--- config.mk ---
export PLATFORM = sky130hd
export DESIGN_NAME = pack_entry_header_parser_top
export DESIGN_NICKNAME = d
export VERILOG_FILES = /design/src/hw/rtl/pehp_pkg.sv /design/src/hw/rtl/pehp_core.sv /design/src/hw/rtl/pack_entry_header_parser_top.sv
export VERILOG_INCLUDE_DIRS = /design/src /design/src/hw/rtl
export SDC_FILE = /design/constraint.sdc
export NUM_CORES = 1
export LEC_CHECK = 0
export ABC_AREA = 1
export BUFFER_PORTS_ARGS = -buffer_cell sky130_fd_sc_hd__buf_2
export CORE_ASPECT_RATIO = 0.7
export CORE_MARGIN = 10
export CORE_UTILIZATION = 50
export CTS_CLUSTER_SIZE = 20
export DETAILED_ROUTE_END_ITERATION = 8
export PLACE_DENSITY = 0.69
export SYNTH_ARGS = -nofsm -noshare
export SYNTH_HDL_FRONTEND = slang
export SYNTH_SLANG_ARGS = --single-unit
--- constraint.sdc ---
create_clock -name clk_i -period 6.67 [get_ports clk_i]
set_clock_uncertainty 0.1 [all_clocks]
set_input_delay 0.3335 -clock clk_i [delete_from_list [all_inputs] [get_ports clk_i]]
set_output_delay 0.3335 -clock clk_i [all_outputs]
set_load 0.1 [all_outputs]
--- src/hw/rtl/pack_entry_header_parser_top_assert.svh ---
// Assertion macros shared by the pack entry header parser
`ifndef PACK_ENTRY_HEADER_PARSER_TOP_ASSERT_SVH
`define PACK_ENTRY_HEADER_PARSER_TOP_ASSERT_SVH

// Check a property on every rising clock edge outside reset
`define PEHP_ASSERT(lbl, prop, msg) \
  lbl: assert property (@(posedge clk_i) disable iff (!rst_ni) prop) else $error(msg);

// Check that a condition never holds outside reset
`define PEHP_ASSERT_NEVER(lbl, cond, msg) \
  lbl: assert property (@(posedge clk_i) disable iff (!rst_ni) !(cond)) else $error(msg);

`endif

--- src/hw/rtl/pehp_pkg.sv ---
`default_nettype none

package pehp_pkg;

  localparam int unsigned HashBytes = 20;
  localparam logic [4:0]  HashLast  = 5'(HashBytes - 1);

  localparam logic [2:0] KindCommit   = 3'd1;
  localparam logic [2:0] KindTree     = 3'd2;
  localparam logic [2:0] KindBlob     = 3'd3;
  localparam logic [2:0] KindTag      = 3'd4;
  localparam logic [2:0] KindOfsDelta = 3'd6;
  localparam logic [2:0] KindRefDelta = 3'd7;

  typedef enum logic [2:0] {
    ST_OK        = 3'd0,
    ST_BAD_TYPE  = 3'd1,
    ST_SIZE_OVF  = 3'd2,
    ST_OFS_OVF   = 3'd3,
    ST_BASE_LATE = 3'd4,
    ST_STRAY     = 3'd5
  } status_e;

  typedef struct packed {
    logic        action;
    logic [7:0]  data_byte;
    logic [63:0] entry_position;
  } item_t;

  typedef struct packed {
    logic        done_res;
    status_e     status;
    logic [2:0]  kind;
    logic [63:0] object_size;
    logic [63:0] base_position;
    logic        hash_valid;
    logic [7:0]  hash_byte;
    logic [4:0]  hash_index;
  } result_t;

endpackage

`default_nettype wire

--- src/hw/rtl/pehp_core.sv ---
`default_nettype none

module pehp_core
  import pehp_pkg::*;
(
  input  wire logic    clk_i,
  input  wire logic    rst_ni,
  input  wire logic    step_i,
  input  wire item_t   item_i,
  output result_t      result_o
);

  typedef enum logic [2:0] {
    PH_IDLE      = 3'd0,
    PH_SIZE      = 3'd1,
    PH_OFS_FIRST = 3'd2,
    PH_OFS_MORE  = 3'd3,
    PH_HASH      = 3'd4
  } phase_e;

  phase_e      phase_q, phase_d;
  logic [2:0]  kind_q, kind_d;
  logic [63:0] size_q, size_d;
  logic [6:0]  shift_q, shift_d;
  logic [63:0] ofs_q, ofs_d;
  logic [63:0] start_q, start_d;
  logic [4:0]  hcnt_q, hcnt_d;

  logic [7:0]  b;
  logic [6:0]  chunk;
  logic [70:0] shifted;
  logic        size_ovf;
  logic [63:0] v;
  logic [63:0] v_inc;
  logic        sz_end;
  logic        stray;

  assign b       = item_i.data_byte;
  assign chunk   = b[6:0];
  assign shifted = {64'd0, chunk} << shift_q[5:0];
  assign size_ovf = shift_q[6] ? (chunk != 7'd0) : (shifted[70:64] != 7'd0);
  assign v       = (phase_q == PH_OFS_FIRST) ? {57'd0, chunk}
                                             : ({ofs_q[56:0], 7'd0} + {57'd0, chunk});
  assign v_inc   = v + 64'd1;

  always_comb begin
    phase_d = phase_q;
    kind_d  = kind_q;
    size_d  = size_q;
    shift_d = shift_q;
    ofs_d   = ofs_q;
    start_d = start_q;
    hcnt_d  = hcnt_q;
    sz_end  = 1'b0;
    stray   = 1'b0;
    result_o = '0;
    result_o.status = ST_OK;

    if (!item_i.action) begin
      start_d = item_i.entry_position;
      kind_d  = b[6:4];
      size_d  = {60'd0, b[3:0]};
      shift_d = 7'd4;
      ofs_d   = '0;
      hcnt_d  = '0;
      if (b[7]) begin
        phase_d = PH_SIZE;
      end else begin
        sz_end = 1'b1;
      end
    end else begin
      case (phase_q)
        PH_SIZE: begin
          if (size_ovf) begin
            phase_d = PH_IDLE;
            result_o.done_res = 1'b1;
            result_o.status   = ST_SIZE_OVF;
          end else begin
            if (!shift_q[6]) begin
              size_d  = size_q | shifted[63:0];
              shift_d = shift_q + 7'd7;
            end
            if (!b[7]) begin
              sz_end = 1'b1;
            end
          end
        end
        PH_OFS_FIRST, PH_OFS_MORE: begin
          if (b[7]) begin
            if (v_inc == 64'd0 || v_inc[63:57] != 7'd0) begin
              phase_d = PH_IDLE;
              result_o.done_res = 1'b1;
              result_o.status   = ST_OFS_OVF;
            end else begin
              ofs_d   = v_inc;
              phase_d = PH_OFS_MORE;
            end
          end else begin
            ofs_d   = v;
            phase_d = PH_IDLE;
            result_o.done_res = 1'b1;
            if (v == 64'd0 || v >= start_q) begin
              result_o.status = ST_BASE_LATE;
            end else begin
              result_o.base_position = start_q - v;
            end
          end
        end
        PH_HASH: begin
          result_o.hash_valid = 1'b1;
          result_o.hash_byte  = b;
          result_o.hash_index = hcnt_q;
          hcnt_d = hcnt_q + 5'd1;
          if (hcnt_q == HashLast) begin
            phase_d = PH_IDLE;
            result_o.done_res = 1'b1;
          end
        end
        default: begin
          stray = 1'b1;
          result_o.done_res = 1'b1;
          result_o.status   = ST_STRAY;
        end
      endcase
    end

    if (sz_end) begin
      case (kind_d)
        KindCommit, KindTree, KindBlob, KindTag: begin
          phase_d = PH_IDLE;
          result_o.done_res = 1'b1;
        end
        KindOfsDelta: begin
          phase_d = PH_OFS_FIRST;
        end
        KindRefDelta: begin
          phase_d = PH_HASH;
          hcnt_d  = '0;
        end
        default: begin
          phase_d = PH_IDLE;
          result_o.done_res = 1'b1;
          result_o.status   = ST_BAD_TYPE;
        end
      endcase
    end

    result_o.kind        = stray ? 3'd0 : kind_d;
    result_o.object_size = stray ? 64'd0 : size_d;
  end

  always_ff @(posedge clk_i or negedge rst_ni) begin
    if (!rst_ni) begin
      phase_q <= PH_IDLE;
      kind_q  <= '0;
      size_q  <= '0;
      shift_q <= '0;
      ofs_q   <= '0;
      start_q <= '0;
      hcnt_q  <= '0;
    end else if (step_i) begin
      phase_q <= phase_d;
      kind_q  <= kind_d;
      size_q  <= size_d;
      shift_q <= shift_d;
      ofs_q   <= ofs_d;
      start_q <= start_d;
      hcnt_q  <= hcnt_d;
    end
  end

endmodule

`default_nettype wire

--- src/hw/rtl/pack_entry_header_parser_top.sv ---
// Channel | Handshake               | Beat fields
// --------+-------------------------+-------------------------------------------------
// in      | in_valid_i / in_stall_o | action_i, data_byte_i, entry_position_i
// out     | out_valid_o/ out_stall_i| done_res_o, status_o, kind_o, object_size_o,
//         |                         | base_position_o, hash_valid_o, hash_byte_o,
//         |                         | hash_index_o
//
// One result beat per input beat; one beat per cycle sustained while the output is not stalled.
// Each beat passes the input register, then header step logic into the result register.
// The per-byte shift, add and base subtract set the cycle; parser state updates once per beat.
// Reset clears parser state and both valid flags; no clearing pass is needed.
// An output stall holds the result register; a held input beat then stalls the input.

`default_nettype none

`include "pack_entry_header_parser_top_assert.svh"

module pack_entry_header_parser_top
  import pehp_pkg::*;
(
  input  wire logic        clk_i,
  input  wire logic        rst_ni,
  input  wire logic        in_valid_i,
  output logic             in_stall_o,
  input  wire logic        action_i,
  input  wire logic [7:0]  data_byte_i,
  input  wire logic [63:0] entry_position_i,
  output logic             out_valid_o,
  input  wire logic        out_stall_i,
  output logic             done_res_o,
  output logic [2:0]       status_o,
  output logic [2:0]       kind_o,
  output logic [63:0]      object_size_o,
  output logic [63:0]      base_position_o,
  output logic             hash_valid_o,
  output logic [7:0]       hash_byte_o,
  output logic [4:0]       hash_index_o
);

  logic    iv_q;
  item_t   item_q;
  logic    ov_q;
  result_t res_q;
  result_t res_d;
  logic    out_free;
  logic    step;
  logic    in_fire;

  assign out_free   = !ov_q || !out_stall_i;
  assign step       = iv_q && out_free;
  assign in_stall_o = iv_q && !out_free;
  assign in_fire    = in_valid_i && !in_stall_o;

  always_ff @(posedge clk_i or negedge rst_ni) begin
    if (!rst_ni) begin
      iv_q <= 1'b0;
      ov_q <= 1'b0;
    end else begin
      if (in_fire) begin
        iv_q <= 1'b1;
      end else if (step) begin
        iv_q <= 1'b0;
      end
      if (step) begin
        ov_q <= 1'b1;
      end else if (!out_stall_i) begin
        ov_q <= 1'b0;
      end
    end
  end

  always_ff @(posedge clk_i) begin
    if (in_fire) begin
      item_q.action         <= action_i;
      item_q.data_byte      <= data_byte_i;
      item_q.entry_position <= entry_position_i;
    end
    if (step) begin
      res_q <= res_d;
    end
  end

  pehp_core u_core (
    .clk_i    (clk_i),
    .rst_ni   (rst_ni),
    .step_i   (step),
    .item_i   (item_q),
    .result_o (res_d)
  );

  assign out_valid_o     = ov_q;
  assign done_res_o      = res_q.done_res;
  assign status_o        = res_q.status;
  assign kind_o          = res_q.kind;
  assign object_size_o   = res_q.object_size;
  assign base_position_o = res_q.base_position;
  assign hash_valid_o    = res_q.hash_valid;
  assign hash_byte_o     = res_q.hash_byte;
  assign hash_index_o    = res_q.hash_index;

  `PEHP_ASSERT(a_step_lands, step |=> ov_q, "stepped beat not held in result register")
  `PEHP_ASSERT_NEVER(a_err_open, ov_q && res_q.status != ST_OK && !res_q.done_res,
      "error status without end of header")
  `PEHP_ASSERT(a_hash_kind, (ov_q && res_q.hash_valid) |-> (res_q.kind == KindRefDelta),
      "hash byte outside a reference delta")
  `PEHP_ASSERT(a_base_ok, (ov_q && res_q.base_position != 64'd0) |->
      (res_q.done_res && res_q.status == ST_OK && res_q.kind == KindOfsDelta),
      "base position outside a finished offset delta")
  `PEHP_ASSERT(a_stray_clear, (ov_q && res_q.status == ST_STRAY) |->
      (res_q.kind == 3'd0 && res_q.object_size == 64'd0), "stray beat carries data")

endmodule

`default_nettype wire

==> run metrics <==
outcome=finished clean; worst path cell trace=inv_1, nand3_4, buf_12, nand2_1, ha_1, nand2_1, nor2_1, inv_1, o21ai_0, a21boi_0, o21ai_0, a21oi_1, inv_1, nand2_1, nand2_1, a21oi_1, or2_2, a21oi_1; WS Path Type=reg2reg; ANT cells=0; WL/cell=between 20 and 25 um; PwrDens=~380 mW/mm^2; DIE HEIGHT=just over 200 um; EDFF count, synth=about 220; Fill cells=around 4,600; Worst Path Arrival=between 5 and 6 ns; Initial Util=0.504; vias in the first global route=22,200; Mapped Nets=approximately 3,300; FF+latch count, synth=about 430; Final Cycle Share=0.818; first-pass GRT wire length=~140 mm; Nets=~3,600; initial antenna violation count=0; total CTS buffers=43; CTS tree=built; row cnt=~70; area delta synth->final=15.5%; detailed placement HPWL=just under 70 mm; Total GRT Usage=0.299; die span in x=approximately 290 um; Pre-antenna DRT Iters=6; CTS sink cnt=roughly 430; Post-synth ARST share=0.480; path depth of the worst reg2reg path=18; commonest non-fill, non-tap cell in the layout=nand2_1; remaining antenna violation count=0; GPL Wtd Cong=1.01; CP Launch Type=flop; LEAKAGE=13.0 nW; Rel. slew slack=0.146; Via Count=around 24,000; layout cell share with drive strength beyond 1=0.106; CP endpoint kind=flop; root buffer cell=clkbuf_16; Max clock buf depth=3; Syn Area/Cell=~7.8 um^2; worst-path fanout max=44; maximum VDD drop=0.000290 V; Synth Cell Area=0.0247 mm^2; I/O Pins=about 230; Worst-Skew Late Latency=between 0.5 and 0.6 ns; slowest cell delay on critical path=approximately 0.76 ns; Fin Setup TNS=0 ns; core area=between 0.04 and 0.05 mm^2; Synth warnings=0; Synth Instances=approximately 3,200; multi-input logic area=0.0112 mm^2; most used cell, CP=nand2_1; drt drc=0; fin. max-slew vios=0; Final Hold Viols=0; Sequential cell area=about 0.012 mm^2; largest net degree at the start of global routing=85; commonest non-fill, non-tap cells in the layout=nand2_1 (880), nor2_1 (430), inv_1 (339); max frequency=between 150 and 200 MHz; worst hold margin=approximately 0.27 ns; htree depth=2; dominant synthesized flop cell=edfxtp_1; type of the worst min-delay path=in2async; setup violators final=0; DR vias/cell=between 5 and 6; Detailed Route Iter0 Violations=2,905; maxcap violations=0; Port Buffers=227; DIE AREA=roughly 0.06 mm^2; worst slew pin tran=between 1 and 1.5 ns; RSZ-0062 raised after global routing=no; Final min period=~5.5 ns; Seq/Total Area, Yosys=0.477; WL final=90.0 mm; Yosys cell types=48; Crit-path slowest cell=o21ai_0; GRT Residual Overflow=0; Worst Path Required=6.99 ns; Clk pin slew, worst setup/hold paths=~0.070 ns
## cells by family (layout without fill, tap and decap cells)
group,count (synthesis),after routing,share of synthesized area
xor+xnor,54,54,0.0191
simple gates,1645,1645,0.277
buf+inv,462,759,0.0735
mux,3,3,0.00121
flops,427,427,0.477
compound gates,508,508,0.118
fa+ha+maj,69,69,0.0352
## routing by layer
| layer | global-route usage | routed length, um |
|---|---|---|
| met5 | 0 | 0 |
| met2 | 0.417 | 36200 |
| met3 | 0.0860 | 10600 |
| met1 | 0.453 | 41800 |
| met4 | 0.0538 | 1390 |
## registers in the layout, summed over array words and instances (netlist names)
signal           count
item_q              73
base_position_o     64
object_size_o       64
u_core.size_q       64
u_core.start_q      64
u_core.ofs_q        57
hash_byte_o          8
u_core.shift_q       7
hash_index_o         5
u_core.hcnt_q        5
kind_o               3
status_o             3
u_core.kind_q        3
u_core.phase_q       3
done_res_o           1
hash_valid_o         1
iv_q                 1
out_valid_o          1
## worst max-delay path: cells and delay by family (launching register included)
| kind | cells | cell delay (ns) |
|---|---|---|
| flops | 1 | 0.40 |
| fa+ha+maj | 1 | 0.24 |
| buf+inv | 4 | 0.76 |
| simple gates | 7 | 1.43 |
| compound gates | 6 | 2.32 |
## area by class of cell
class                           count  area share
Clock inverter                     18     0.00613
Sequential cell                   427       0.413
Tap cell                          665      0.0291
Inverter                          354      0.0465
Clock buffer                       62      0.0419
Timing Repair Buffer              325      0.0729
Multi-Input combinational cell   2279       0.391
## Yosys cell counts (all sizes together), types with 2 or more instances
library cell | number | share of area
a211oi | 10 | 0.0030
a21boi | 8 | 0.0024
a21o | 5 | 0.0015
a21oi | 201 | 0.041
a221oi | 3 | 0.0011
a31oi | 32 | 0.0081
a41oi | 2 | 0.00071
and3 | 3 | 0.00076
buf | 37 | 0.0090
clkbuf | 71 | 0.011
clkinv | 4 | 0.00061
dfrtp | 205 | 0.21
edfxtp | 222 | 0.27
ha | 68 | 0.034
inv | 350 | 0.053
mux2i | 3 | 0.0012
nand2 | 885 | 0.13
nand3 | 132 | 0.028
nand3b | 10 | 0.0030
nand4 | 108 | 0.027
nor2 | 446 | 0.069
nor3 | 31 | 0.0063
nor4 | 10 | 0.0025
o211ai | 12 | 0.0036
o21a | 12 | 0.0036
o21ai | 122 | 0.025
o21bai | 35 | 0.011
o22ai | 54 | 0.014
o311ai | 4 | 0.0014
o31ai | 4 | 0.0012
or2 | 18 | 0.0046
xnor2 | 28 | 0.0099
xor2 | 26 | 0.0092
## through the flow
| step | std cells | util | total power, mW | instance area (um^2) | setup slack [ns] |
|---|---|---|---|---|---|
| 3_5_place_dp | 3974 | 0.539 | 8.15 | 26400 | 1.38 |
| 5_1_grt | 4130 | 0.582 | 11.3 | 28600 | 0.884 |
| 2_1_floorplan | 3168 | - | 6.83 | 24700 | 0.292 |
| 3_3_place_gp | 3974 | 0.539 | 8.14 | 26400 | 1.49 |
| 6_report | 4130 | 0.582 | 10.8 | 28600 | 1.21 |
| 4_1_cts | 4130 | 0.582 | 10.6 | 28600 | 1.33 |
## power by group
group	switching [mW]	internal, mW	total, mW
registers	0.288	3.16	3.45
logic	3.69	1.18	4.87
clock network	1.10	1.34	2.44
## what timing repair did
| item | CTS | global route |
|---|---|---|
| endpoints found under the hold margin | 157 | 0 |
| endpoints found under the setup margin | 0 | 0 |
| gates resized for setup | 0 | 0 |
| hold buffers | 76 | 0 |
| buffers inserted | 0 | 0 |
## path summary, 6_finish.rpt
| check | startpoint | endpoint | slack [ns] |
|---|---|---|---|
| setup / recovery | u_core.phase_q[0]$_DFFE_PN0P_ | base_position_o[46]$_SDFFCE_PP0P_ | 1.21 |
| hold / removal | rst_ni | u_core.start_q[50]$_DFFE_PN0P_ | 0.27 |
| setup reg to reg | u_core.phase_q[0]$_DFFE_PN0P_ | base_position_o[46]$_SDFFCE_PP0P_ | 1.21 |
| hold reg to reg | item_q[5]$_DFFE_PP_ | u_core.start_q[5]$_DFFE_PN0P_ | 0.35 |
| max in group asynchronous | rst_ni | u_core.hcnt_q[1]$_DFFE_PN0P_ | 4.78 |
| min in group clk_i | item_q[5]$_DFFE_PP_ | u_core.start_q[5]$_DFFE_PN0P_ | 0.35 |
Power figures use the tool's default switching activity.
